--- src/design/point_slab_pixel_projector_defines.svh ---
// assertion macros used by the point slab pixel projector
`ifndef POINT_SLAB_PIXEL_PROJECTOR_DEFINES_SVH
`define POINT_SLAB_PIXEL_PROJECTOR_DEFINES_SVH

`ifndef ASSERT_OFF

// same-cycle implication
`define PSP_ASSERT_IMPLY(label, clk_s, rstn_s, ante, cons) \
    label: assert property (@(posedge clk_s) disable iff (!rstn_s) (ante) |-> (cons)) \
        else $error("psp assertion failed");

// consequence a fixed number of cycles later
`define PSP_ASSERT_DELAY(label, clk_s, rstn_s, ante, n, cons) \
    label: assert property (@(posedge clk_s) disable iff (!rstn_s) (ante) |-> ##n (cons)) \
        else $error("psp latency assertion failed");

`else

`define PSP_ASSERT_IMPLY(label, clk_s, rstn_s, ante, cons)
`define PSP_ASSERT_DELAY(label, clk_s, rstn_s, ante, n, cons)

`endif

`endif

--- src/design/psp_pkg.sv ---
// types, widths and register codes of the point slab pixel projector
`default_nettype none

package psp_pkg;

    localparam int MASK_DIM_BITS = 12;
    localparam int DIM_W         = MASK_DIM_BITS;
    localparam int PIX_W         = 12;
    localparam int COORD_W       = 16;
    localparam int COEF_W        = 16;
    localparam int CFG_IDX_W     = 4;
    localparam int CFG_DATA_W    = 64;
    localparam int NORMAL_W      = 48;
    localparam int LEVEL_W       = 19;
    localparam int SCALE_W       = 16;
    localparam int MASK_W        = 24;

    localparam int COEF_FRAC     = 14;
    localparam int LEVEL_SHIFT   = 2 * COEF_FRAC;
    localparam int PIX_FRAC      = COEF_FRAC + 8;
    localparam int HALF_SHIFT    = PIX_FRAC - 1;

    localparam int PROD_W        = COEF_W + COORD_W;
    localparam int T_W           = PROD_W + 1;
    localparam int HPROD_W       = COEF_W + T_W;
    localparam int H_W           = HPROD_W + 2;
    localparam int SC_W          = T_W + SCALE_W + 1;
    localparam int V_W           = SC_W + 1;
    localparam int P_W           = V_W - 1 - PIX_FRAC;

    localparam int QUEUE_DEPTH   = 2;
    localparam int Q_PTR_W       = $clog2(QUEUE_DEPTH);
    localparam int Q_CNT_W       = $clog2(QUEUE_DEPTH + 1);

    localparam logic [SCALE_W-1:0] SCALE_RESET = SCALE_W'(256);
    localparam logic [MASK_W-1:0]  MASK_RESET  = MASK_W'(24'h200200);

    typedef enum logic [CFG_IDX_W-1:0] {
        REG_ROW_X        = 4'd0,
        REG_ROW_Y        = 4'd1,
        REG_ROW_Z        = 4'd2,
        REG_SLAB_NORMAL  = 4'd3,
        REG_TOP_LEVEL    = 4'd4,
        REG_BOTTOM_LEVEL = 4'd5,
        REG_PIXELS_PER_MM = 4'd6,
        REG_MASK_SIZE    = 4'd7
    } cfg_idx_t;

    typedef struct packed {
        logic [CFG_DATA_W-1:0] row_x;
        logic [CFG_DATA_W-1:0] row_y;
        logic [CFG_DATA_W-1:0] row_z;
        logic [NORMAL_W-1:0]   slab_normal;
        logic [LEVEL_W-1:0]    top_level;
        logic [LEVEL_W-1:0]    bottom_level;
        logic [SCALE_W-1:0]    pixels_per_mm;
        logic [MASK_W-1:0]     mask_size;
    } psp_cfg_t;

    typedef struct packed {
        logic [COORD_W-1:0] x;
        logic [COORD_W-1:0] y;
        logic [COORD_W-1:0] z;
        logic               frame_end;
        logic               measured;
    } psp_item_t;

    typedef struct packed {
        logic full;
        logic empty;
    } psp_q_status_t;

endpackage

`default_nettype wire

--- src/design/psp_queue.sv ---
// short request queue between intake and datapath
`default_nettype none

module psp_queue import psp_pkg::*; (
    input  logic          clk,
    input  logic          rst_n,
    input  logic          push,
    input  psp_item_t     push_item,
    input  logic          pop,
    output psp_item_t     head,
    output psp_q_status_t status
);

    psp_item_t          entry_reg [QUEUE_DEPTH];
    logic [Q_PTR_W-1:0] wr_ptr_reg;
    logic [Q_PTR_W-1:0] rd_ptr_reg;
    logic [Q_CNT_W-1:0] count_reg;
    logic [Q_PTR_W-1:0] wr_ptr_next;
    logic [Q_PTR_W-1:0] rd_ptr_next;
    logic [Q_CNT_W-1:0] count_next;
    logic               do_push;
    logic               do_pop;

    assign status.full  = (count_reg == Q_CNT_W'(QUEUE_DEPTH));
    assign status.empty = (count_reg == '0);
    assign do_push      = push && !status.full;
    assign do_pop       = pop && !status.empty;
    assign head         = entry_reg[rd_ptr_reg];

    always_comb
    begin
        wr_ptr_next = wr_ptr_reg;
        rd_ptr_next = rd_ptr_reg;
        count_next  = count_reg;
        if (do_push)
        begin
            wr_ptr_next = (wr_ptr_reg == Q_PTR_W'(QUEUE_DEPTH - 1)) ? '0
                                                                    : wr_ptr_reg + 1'b1;
        end
        if (do_pop)
        begin
            rd_ptr_next = (rd_ptr_reg == Q_PTR_W'(QUEUE_DEPTH - 1)) ? '0
                                                                    : rd_ptr_reg + 1'b1;
        end
        if (do_push && !do_pop)
        begin
            count_next = count_reg + 1'b1;
        end
        else if (do_pop && !do_push)
        begin
            count_next = count_reg - 1'b1;
        end
    end

    always_ff @(posedge clk or negedge rst_n)
    begin
        if (!rst_n)
        begin
            wr_ptr_reg <= '0;
            rd_ptr_reg <= '0;
            count_reg  <= '0;
        end
        else
        begin
            wr_ptr_reg <= wr_ptr_next;
            rd_ptr_reg <= rd_ptr_next;
            count_reg  <= count_next;
        end
    end

    always_ff @(posedge clk)
    begin
        if (do_push)
        begin
            entry_reg[wr_ptr_reg] <= push_item;
        end
    end

endmodule

`default_nettype wire

--- config.mk ---
export PLATFORM = sky130hd
export DESIGN_NAME = psp_queue
export DESIGN_NICKNAME = d
export VERILOG_FILES = /design/src/design/point_slab_pixel_projector_defines.svh /design/src/design/psp_pkg.sv /design/src/design/psp_queue.sv
export SDC_FILE = /design/constraint.sdc
export NUM_CORES = 1
export LEC_CHECK = 0
export BUFFER_PORTS_ARGS = -buffer_cell sky130_fd_sc_hd__clkbuf_2
export CAP_MARGIN = 5
export CORE_MARGIN = 1
export CORE_UTILIZATION = 47
export DETAILED_ROUTE_END_ITERATION = 10
export GPL_ROUTABILITY_DRIVEN = 0
export GPL_TIMING_DRIVEN = 0
export PLACE_DENSITY = 0.75
export SKIP_CTS_REPAIR_TIMING = 1
export SYNTH_ARGS = -nofsm -noshare
export SYNTH_HDL_FRONTEND = slang
export SYNTH_SLANG_ARGS = --single-unit
--- constraint.sdc ---
create_clock -name clk -period 3.2 [get_ports clk]
set_clock_uncertainty 0.05 [all_clocks]
set_input_delay 0.64 -clock clk [delete_from_list [all_inputs] [get_ports clk]]
set_output_delay 0.64 -clock clk [all_outputs]
set_load 0.02 [all_outputs]
==> flow_summary.yaml <==
finish:
  largest_reg_flops: 100
  design_area_um2: 4950
  fin_cells: 403
  syn_to_final_growth_pct: 22.0
  antenna_cells: 0
  final_layout_size_suffix_gt1_frac: 0.607
  mostFrequentLayoutCells: "clkbuf_2 (105), edfxtp_1 (100), mux2_4 (49), clkbuf_8 (9), buf_12 (7)"
  final_nets: 348
  fillers: 639
  utilization: 0.596
  final_common_cell: "clkbuf_2"
cts:
  cts_root_buf: "clkbuf_8"
  clockBufferDepth: 2
  tritoncts: "yes"
  htree_num_levels: 3
  numCtsBuffers: 9
  clk_pin_slew_worst_paths_ns: 0.10
  clock_latency_ns: 0.35
  cts.sink_count: 104
critical_path:
  worst-path-max-fanout: 10
  arrival_ns: 1.50
  path_class: "reg2out"
  required_ns: 2.51
  cp-end-kind: "output pin"
  startpoint_type: "register"
drt:
  route.met3.wl_um: 348
  firstDrtPassIters: 4
  post-route-drc-count: 0
  wl_um: 6230
  initialDrtViolationCount: 32
  routed-wl-met2_um: 3220
  topRoutingLayerUsed: "met4"
  via_per_inst: 4.80
  ant_nets: 0
  wl_met1_um: 2590
  vias: 1936
  wl_per_cell_um: 15.5
flow_run:
  drv_cap: 0
timing:
  hold_ws_ns: 0.0206
  rsz0062_at_grt: "no"
  hold_viol: 0
  tightest_slew_ns: 0.615
  max_freq_ghz: 0.456
  slew_headroom: 0.589
  min_period_ns: 2.19
  final-setup-viol-count: 0
  setup_tns_ns: 0
  fin_crit_sh: 0.685
  maxSlewViolCount: 0
  worst_slack_ns: 1.01
pwr:
  p_total_mw: 4.60
  irDropWorstVdd_mv: 0.754
  pwr_density_cell_nw_per_um2: 929
  p_leak_nw: 2.04
place:
  placed_area_um2: 4760
  place_ws_ns: 1.14
  dp_cells: 387
  hpwlAfterDp_um: 4320
  io_buffer_count: 105
yosys:
  synth_seq_cells: 104
  async_flop_share: 0.0385
  syn_inst: 175
  syn_area_um2: 4060
  yosysSeqAreaShare: 0.765
  synth_cell_types: 15
  synth_flop_cell: "edfxtp_1"
  synth_edf_count: 100
  avgSynthCellArea_um2: 23.2
  ys_warn_count: 0
  syn_nets: 230
die:
  die_w_um: 94.9
  die_height_um: 94.9
  start_util: 0.489
  pin_count: 106
  rows: 33
  dieArea_um2: 9010
  core_area_um2: 8300
global_route:
  antenna_found_initial: 0
  grt_pass1_vias: 1876
  grt.overflow.total: 0
  grtUsageTotal: 0.140
  grt_max_degree: 33
  grt_pass1_wl_um: 8950
status:
  status: "completed"
min_path:
  min_path_type: "in2async"
[final timing paths]
kind | startpoint | endpoint | slack, ns | cells past startpoint
worst max-delay path | rd_ptr_reg | head[6] | 1.01 | 4
worst min-delay path | rst_n | wr_ptr_reg | 0.02 | 1
worst max register to register | count_reg[0] | entry_reg[0][30] | 1.28 | 4
worst min register to register | count_reg[1] | count_reg[1] | 0.48 | 1
max in group asynchronous | rst_n | count_reg[0] | 2.94 | 1
min in group clk | push_item[41] | entry_reg[0][41] | 0.42 | 1
[worst max-delay path: stages, from the launching register on]
cell      delay, ns
dfrtp_1        0.38
buf_6          0.15
buf_12         0.15
mux2_4         0.30
clkbuf_2       0.16
[where the power goes]
part | switching [mW] | leakage (nW) | total, mW | internal, mW
logic | 1.00 | 0.969 | 1.89 | 0.891
registers | 0.0913 | 0.976 | 1.95 | 1.86
clock network | 0.453 | 0.0940 | 0.753 | 0.299
[final cells by class]
type	count	area (µm²)	area share
tap	105	131	0.0265
timing repair buffer	107	566	0.114
sequential	104	3100	0.627
clock inverter	7	61.3	0.0124
buffer	6	111	0.0225
inverter	2	7.51	0.00152
clock buffer	9	124	0.0250
multi-input combinational	63	845	0.171
[cell usage after synthesis, types with 2 or more instances]
master    instances  area [µm²]
mux2_4           49         736
inv_1             2        7.51
xor2_1            2        17.5
nor2_1            3        11.3
edfxtp_1        100        3000
buf_12            5         100
dfrtp_1           4         100
xnor2_1           3        26.3
[kinds of logic (layout without fill, tap and decap cells)]
| family | after synthesis | in the layout | share of synthesized area |
|---|---|---|---|
| multiplexers | 50 | 50 | 0.184 |
| flip-flops | 104 | 104 | 0.765 |
| adder cells (fa/ha/maj) | 1 | 1 | 0.00308 |
| AND/OR/NAND/NOR | 6 | 6 | 0.00678 |
| AO/OA/AOI/OAI | 1 | 1 | 0.00123 |
| buffers and inverters | 8 | 131 | 0.0293 |
| XOR/XNOR | 5 | 5 | 0.0108 |
[metal layers]
layer,track usage,up-vias
met5,0,-
met4,0.0682,0
met3,0.0338,8
met2,0.243,67
met1,0.160,942
li1,-,919
Power figures use the tool's default switching activity.
