===== config.mk =====
export PLATFORM = sky130hd
export DESIGN_NAME = psp_front
export DESIGN_NICKNAME = d
export VERILOG_FILES = /design/src/design/point_slab_pixel_projector_defines.svh /design/src/design/psp_pkg.sv /design/src/design/psp_front.sv
export SDC_FILE = /design/constraint.sdc
export NUM_CORES = 1
export LEC_CHECK = 0
export BUFFER_PORTS_ARGS = -buffer_cell sky130_fd_sc_hd__clkbuf_2
export CAP_MARGIN = 5
export CORE_MARGIN = 2
export CORE_UTILIZATION = 43
export CTS_CLUSTER_SIZE = 40
export DETAILED_ROUTE_END_ITERATION = 16
export PLACE_DENSITY_LB_ADDON = 0.12
export SKIP_CTS_REPAIR_TIMING = 1
export SLEW_MARGIN = 20
export SYNTH_ARGS = -nofsm -noshare
export SYNTH_HDL_FRONTEND = slang
export SYNTH_SLANG_ARGS = --single-unit

===== constraint.sdc =====
create_clock -name clk -period 5.68 [get_ports clk]
set_input_delay 0.852 -clock clk [delete_from_list [all_inputs] [get_ports clk]]
set_output_delay 0.852 -clock clk [all_outputs]
set_load 0.005 [all_outputs]

===== src/design/point_slab_pixel_projector_defines.svh =====
// assertion macros used by the point slab pixel projector
`ifndef POINT_SLAB_PIXEL_PROJECTOR_DEFINES_SVH
`define POINT_SLAB_PIXEL_PROJECTOR_DEFINES_SVH

`ifndef ASSERT_OFF

// same-cycle implication
`define PSP_ASSERT_IMPLY(label, clk_s, rstn_s, ante, cons) \
    label: assert property (@(posedge clk_s) disable iff (!rstn_s) (ante) |-> (cons)) \
        else $error("psp assertion failed");

// consequence a fixed number of cycles later
`define PSP_ASSERT_DELAY(label, clk_s, rstn_s, ante, n, cons) \
    label: assert property (@(posedge clk_s) disable iff (!rstn_s) (ante) |-> ##n (cons)) \
        else $error("psp latency assertion failed");

`else

`define PSP_ASSERT_IMPLY(label, clk_s, rstn_s, ante, cons)
`define PSP_ASSERT_DELAY(label, clk_s, rstn_s, ante, n, cons)

`endif

`endif


===== src/design/psp_pkg.sv =====
// types, widths and register codes of the point slab pixel projector
`default_nettype none

package psp_pkg;

    localparam int MASK_DIM_BITS = 12;
    localparam int DIM_W         = MASK_DIM_BITS;
    localparam int PIX_W         = 12;
    localparam int COORD_W       = 16;
    localparam int COEF_W        = 16;
    localparam int CFG_IDX_W     = 4;
    localparam int CFG_DATA_W    = 64;
    localparam int NORMAL_W      = 48;
    localparam int LEVEL_W       = 19;
    localparam int SCALE_W       = 16;
    localparam int MASK_W        = 24;

    localparam int COEF_FRAC     = 14;
    localparam int LEVEL_SHIFT   = 2 * COEF_FRAC;
    localparam int PIX_FRAC      = COEF_FRAC + 8;
    localparam int HALF_SHIFT    = PIX_FRAC - 1;

    localparam int PROD_W        = COEF_W + COORD_W;
    localparam int T_W           = PROD_W + 1;
    localparam int HPROD_W       = COEF_W + T_W;
    localparam int H_W           = HPROD_W + 2;
    localparam int SC_W          = T_W + SCALE_W + 1;
    localparam int V_W           = SC_W + 1;
    localparam int P_W           = V_W - 1 - PIX_FRAC;

    localparam int QUEUE_DEPTH   = 2;
    localparam int Q_PTR_W       = $clog2(QUEUE_DEPTH);
    localparam int Q_CNT_W       = $clog2(QUEUE_DEPTH + 1);

    localparam logic [SCALE_W-1:0] SCALE_RESET = SCALE_W'(256);
    localparam logic [MASK_W-1:0]  MASK_RESET  = MASK_W'(24'h200200);

    typedef enum logic [CFG_IDX_W-1:0] {
        REG_ROW_X        = 4'd0,
        REG_ROW_Y        = 4'd1,
        REG_ROW_Z        = 4'd2,
        REG_SLAB_NORMAL  = 4'd3,
        REG_TOP_LEVEL    = 4'd4,
        REG_BOTTOM_LEVEL = 4'd5,
        REG_PIXELS_PER_MM = 4'd6,
        REG_MASK_SIZE    = 4'd7
    } cfg_idx_t;

    typedef struct packed {
        logic [CFG_DATA_W-1:0] row_x;
        logic [CFG_DATA_W-1:0] row_y;
        logic [CFG_DATA_W-1:0] row_z;
        logic [NORMAL_W-1:0]   slab_normal;
        logic [LEVEL_W-1:0]    top_level;
        logic [LEVEL_W-1:0]    bottom_level;
        logic [SCALE_W-1:0]    pixels_per_mm;
        logic [MASK_W-1:0]     mask_size;
    } psp_cfg_t;

    typedef struct packed {
        logic [COORD_W-1:0] x;
        logic [COORD_W-1:0] y;
        logic [COORD_W-1:0] z;
        logic               frame_end;
        logic               measured;
    } psp_item_t;

    typedef struct packed {
        logic full;
        logic empty;
    } psp_q_status_t;

endpackage

`default_nettype wire


===== src/design/psp_front.sv =====
// request intake stage: registers a point and marks zero-depth points
`default_nettype none

module psp_front import psp_pkg::*; (
    input  logic               clk,
    input  logic               rst_n,
    input  logic               start,
    input  logic [COORD_W-1:0] point_x,
    input  logic [COORD_W-1:0] point_y,
    input  logic [COORD_W-1:0] point_z,
    input  logic               frame_end,
    input  psp_q_status_t      q_status,
    output logic               busy,
    output logic               push,
    output psp_item_t          item
);

    logic      valid_reg;
    logic      valid_next;
    psp_item_t item_reg;
    logic      accept;

    assign push   = valid_reg && !q_status.full;
    assign busy   = valid_reg && q_status.full;
    assign accept = start && !busy;
    assign item   = item_reg;

    always_comb
    begin
        valid_next = valid_reg;
        if (accept)
        begin
            valid_next = 1'b1;
        end
        else if (push)
        begin
            valid_next = 1'b0;
        end
    end

    always_ff @(posedge clk or negedge rst_n)
    begin
        if (!rst_n)
        begin
            valid_reg <= 1'b0;
        end
        else
        begin
            valid_reg <= valid_next;
        end
    end

    // zero depth carries no measurement
    always_ff @(posedge clk)
    begin
        if (accept)
        begin
            item_reg.x         <= point_x;
            item_reg.y         <= point_y;
            item_reg.z         <= point_z;
            item_reg.frame_end <= frame_end;
            item_reg.measured  <= (point_z != '0);
        end
    end

endmodule

`default_nettype wire


==> results.py <==
metrics = {
    "sta": {
        "finalClockSkew_ns": 0.00486,
        "normalized_max_slew_margin": 0.606,
        "number_of_setup_violations_in_the_final_report": 0,
        "fin_tns_setup_ns": 0,
        "report.final.slew_viol_count": 0,
        "tightest_slew_ns": 0.592,
        "rsz0062_at_grt": "no",
        "min_period_over_period": 0.362,
        "finalWorstPathRequiredPeriod_ns": 2.05,
        "achievable_frequency_mhz": 487,
        "report.final.hold_viol_count": 0,
    },
    "worst_setup_path": {
        "critical_path_most_common_cell": "clkbuf_2",
        "required_ns": 4.83,
        "crit_path_end_kind": "primary output",
        "path_cells": "clkbuf_2, and2_4, clkbuf_2",
        "critPathSlowestCell": "and2_4",
        "setup.worst_path.end": "busy",
        "timing.reg2reg.worst_path_depth": 3,
        "critPathKind": "input pin to primary output",
        "r2r_setup_slack_ns": 4.16,
        "critical_path_cell_count": 3,
        "cp_top_family": "buffers and inverters",
        "worst-endpoint-arrival_ns": 1.20,
        "path_buf_inv": 2,
        "reg2reg_to": "item[44]",
        "startpoint": "q_status[1]",
        "critical-path-max-stage-delay_ns": 0.15,
        "worst_setup_path_start_kind": "input pin",
        "worst_r2r_startpoint": "valid_reg",
        "timing.critical_path.fanout_max": 3,
    },
    "layout": {
        "multiInputGateArea_um2": 66.3,
        "most-common-layout-cells": "clkbuf_2, edfxtp_1, clkbuf_8",
        "mostFrequentLayoutCell": "clkbuf_2",
        "finalNetCount": 226,
        "final-seq-area_um2": 1530,
        "fin_area_um2": 2260,
        "largest_register_ff_count": 50,
        "final_core_util": 0.627,
        "final.fill_count": 282,
        "layout-drive-gt1-share": 0.647,
        "syn_to_final_growth_pct": 42.6,
        "number_of_diodes": 0,
    },
    "placement": {
        "place_area_um2": 2180,
        "hpwl_um": 2240,
        "gp_congestion": 0.662,
        "place.port_buffers": 104,
    },
    "synthesis": {
        "postSynthCellCount": 60,
        "yosys_cell_types": 7,
        "synthesis.area_per_instance_um2": 26.4,
        "ys_ff_latch": 51,
        "synth-warning-count": 0,
        "netlist_area_um2": 1590,
        "synth_sequential_area_ratio": 0.963,
        "synth_nets": 114,
    },
    "flow_run": {
        "max_cap_viol_count": 0,
    },
    "cts": {
        "clock_insertion_delay_worst_skew_ns": 0.29,
        "cts-root-buf": "clkbuf_8",
        "cts_max_level": 2,
        "cts.path.max_buffers": 2,
        "cts-buffers-inserted": 5,
        "clk_pin_slew_ns": 0.08,
        "tritoncts": "built",
        "clock_sink_count": 51,
    },
    "route": {
        "dr.first_iter.drc_count": 48,
        "wl_per_cell_um": 13.1,
        "route.vias.total": 980,
        "routed_wirelength_um": 2900,
        "drc_markers": 0,
        "residual_antenna_violating_net_count_after_detailed_routing": 0,
        "route.detailed.vias_per_inst": 4.43,
        "drt-pass1-iter-count": 4,
    },
    "pwr": {
        "power_density_nw_per_um2": 303,
        "worst_ir_drop_vdd_uv": 173,
        "totalPowerFinal_uw": 685,
        "cellLeakagePower_nw": 0.980,
    },
    "global_routing": {
        "first_pass_grt_wire_length_um": 4150,
        "largest_net_degree_at_the_start_of_global_routing": 51,
        "grt_antenna_before_repair": 0,
        "track_usage": 0.140,
        "grt_overflow": 0,
        "grt_pass1_vias": 941,
    },
    "floorplanning": {
        "floorplan.die.height_um": 64.7,
        "pin_count": 106,
        "starting_density_of_the_core": 0.440,
        "die_w_um": 64.7,
        "die_area_um2": 4190,
        "fp-row-count": 22,
        "core_region_area_um2": 3610,
    },
    "min_path": {
        "hold_class": "input pin to asynchronous set/reset pin",
    },
    "status": {
        "outcome": "finished clean",
    },
}
layer usage:
| layer | track usage | up-vias | share of wire |
|---|---|---|---|
| met3 | 0.0538 | 4 | 0.089 |
| met4 | 0.0638 | 0 | 0.012 |
| met1 | 0.143 | 453 | 0.37 |
| met5 | 0 | - | 0 |
| li1 | - | 465 | - |
| met2 | 0.250 | 58 | 0.53 |
Yosys cell counts (all sizes together):
| cell | instances | area share |
|---|---|---|
| and2 | 1 | 0.0055 |
| dfrtp | 1 | 0.016 |
| edfxtp | 50 | 0.95 |
| nand4 | 1 | 0.0039 |
| nor2b | 2 | 0.0079 |
| nor4 | 4 | 0.016 |
| or2 | 1 | 0.0039 |
logic make-up after synthesis:
logic type,share of synthesized area
flops,0.963
simple gates,0.0371
worst min path at each step:
stage                            to  slack [ns]       from  depth (start not counted)
final                     valid_reg        0.31      rst_n                          1
after global routing      valid_reg        0.30      rst_n                          1
after CTS                 valid_reg        0.31      rst_n                          1
after detailed placement  valid_reg        0.62  valid_reg                          2
after global placement    valid_reg        0.61  valid_reg                          2
after floorplan           valid_reg        0.56      rst_n                          0
worst reg2reg max path, stage by stage, from the launching register on:
cell and delay (ns):
dfrtp_1 0.38, and2_4 0.17, nor2b_4 0.09, buf_4 0.50
cell type report:
type,instances,area share
clock buffers,8,0.0354
multi-input cells,9,0.0293
flip-flops and latches,51,0.675
well taps,48,0.0266
repair buffers,105,0.234
power breakdown:
part           switching [mW]  leakage, nW  internal [mW]
Sequential            0.00511        0.485          0.437
Clock                   0.102       0.0395         0.0875
Combinational          0.0254        0.456         0.0272
Total                   0.132        0.980          0.552
per-stage QoR:
stage / setup slack [ns] / cells / hold slack, ns
after floorplan: 2.00 / 60 / 0.556
after global placement: 3.63 / 213 / 0.606
after detailed placement: 3.61 / 213 / 0.622
after CTS: 3.62 / 221 / 0.307
after global routing: 3.60 / 221 / 0.296
final: 3.63 / 221 / 0.314
No activity file was read; power rests on OpenSTA's default activity.
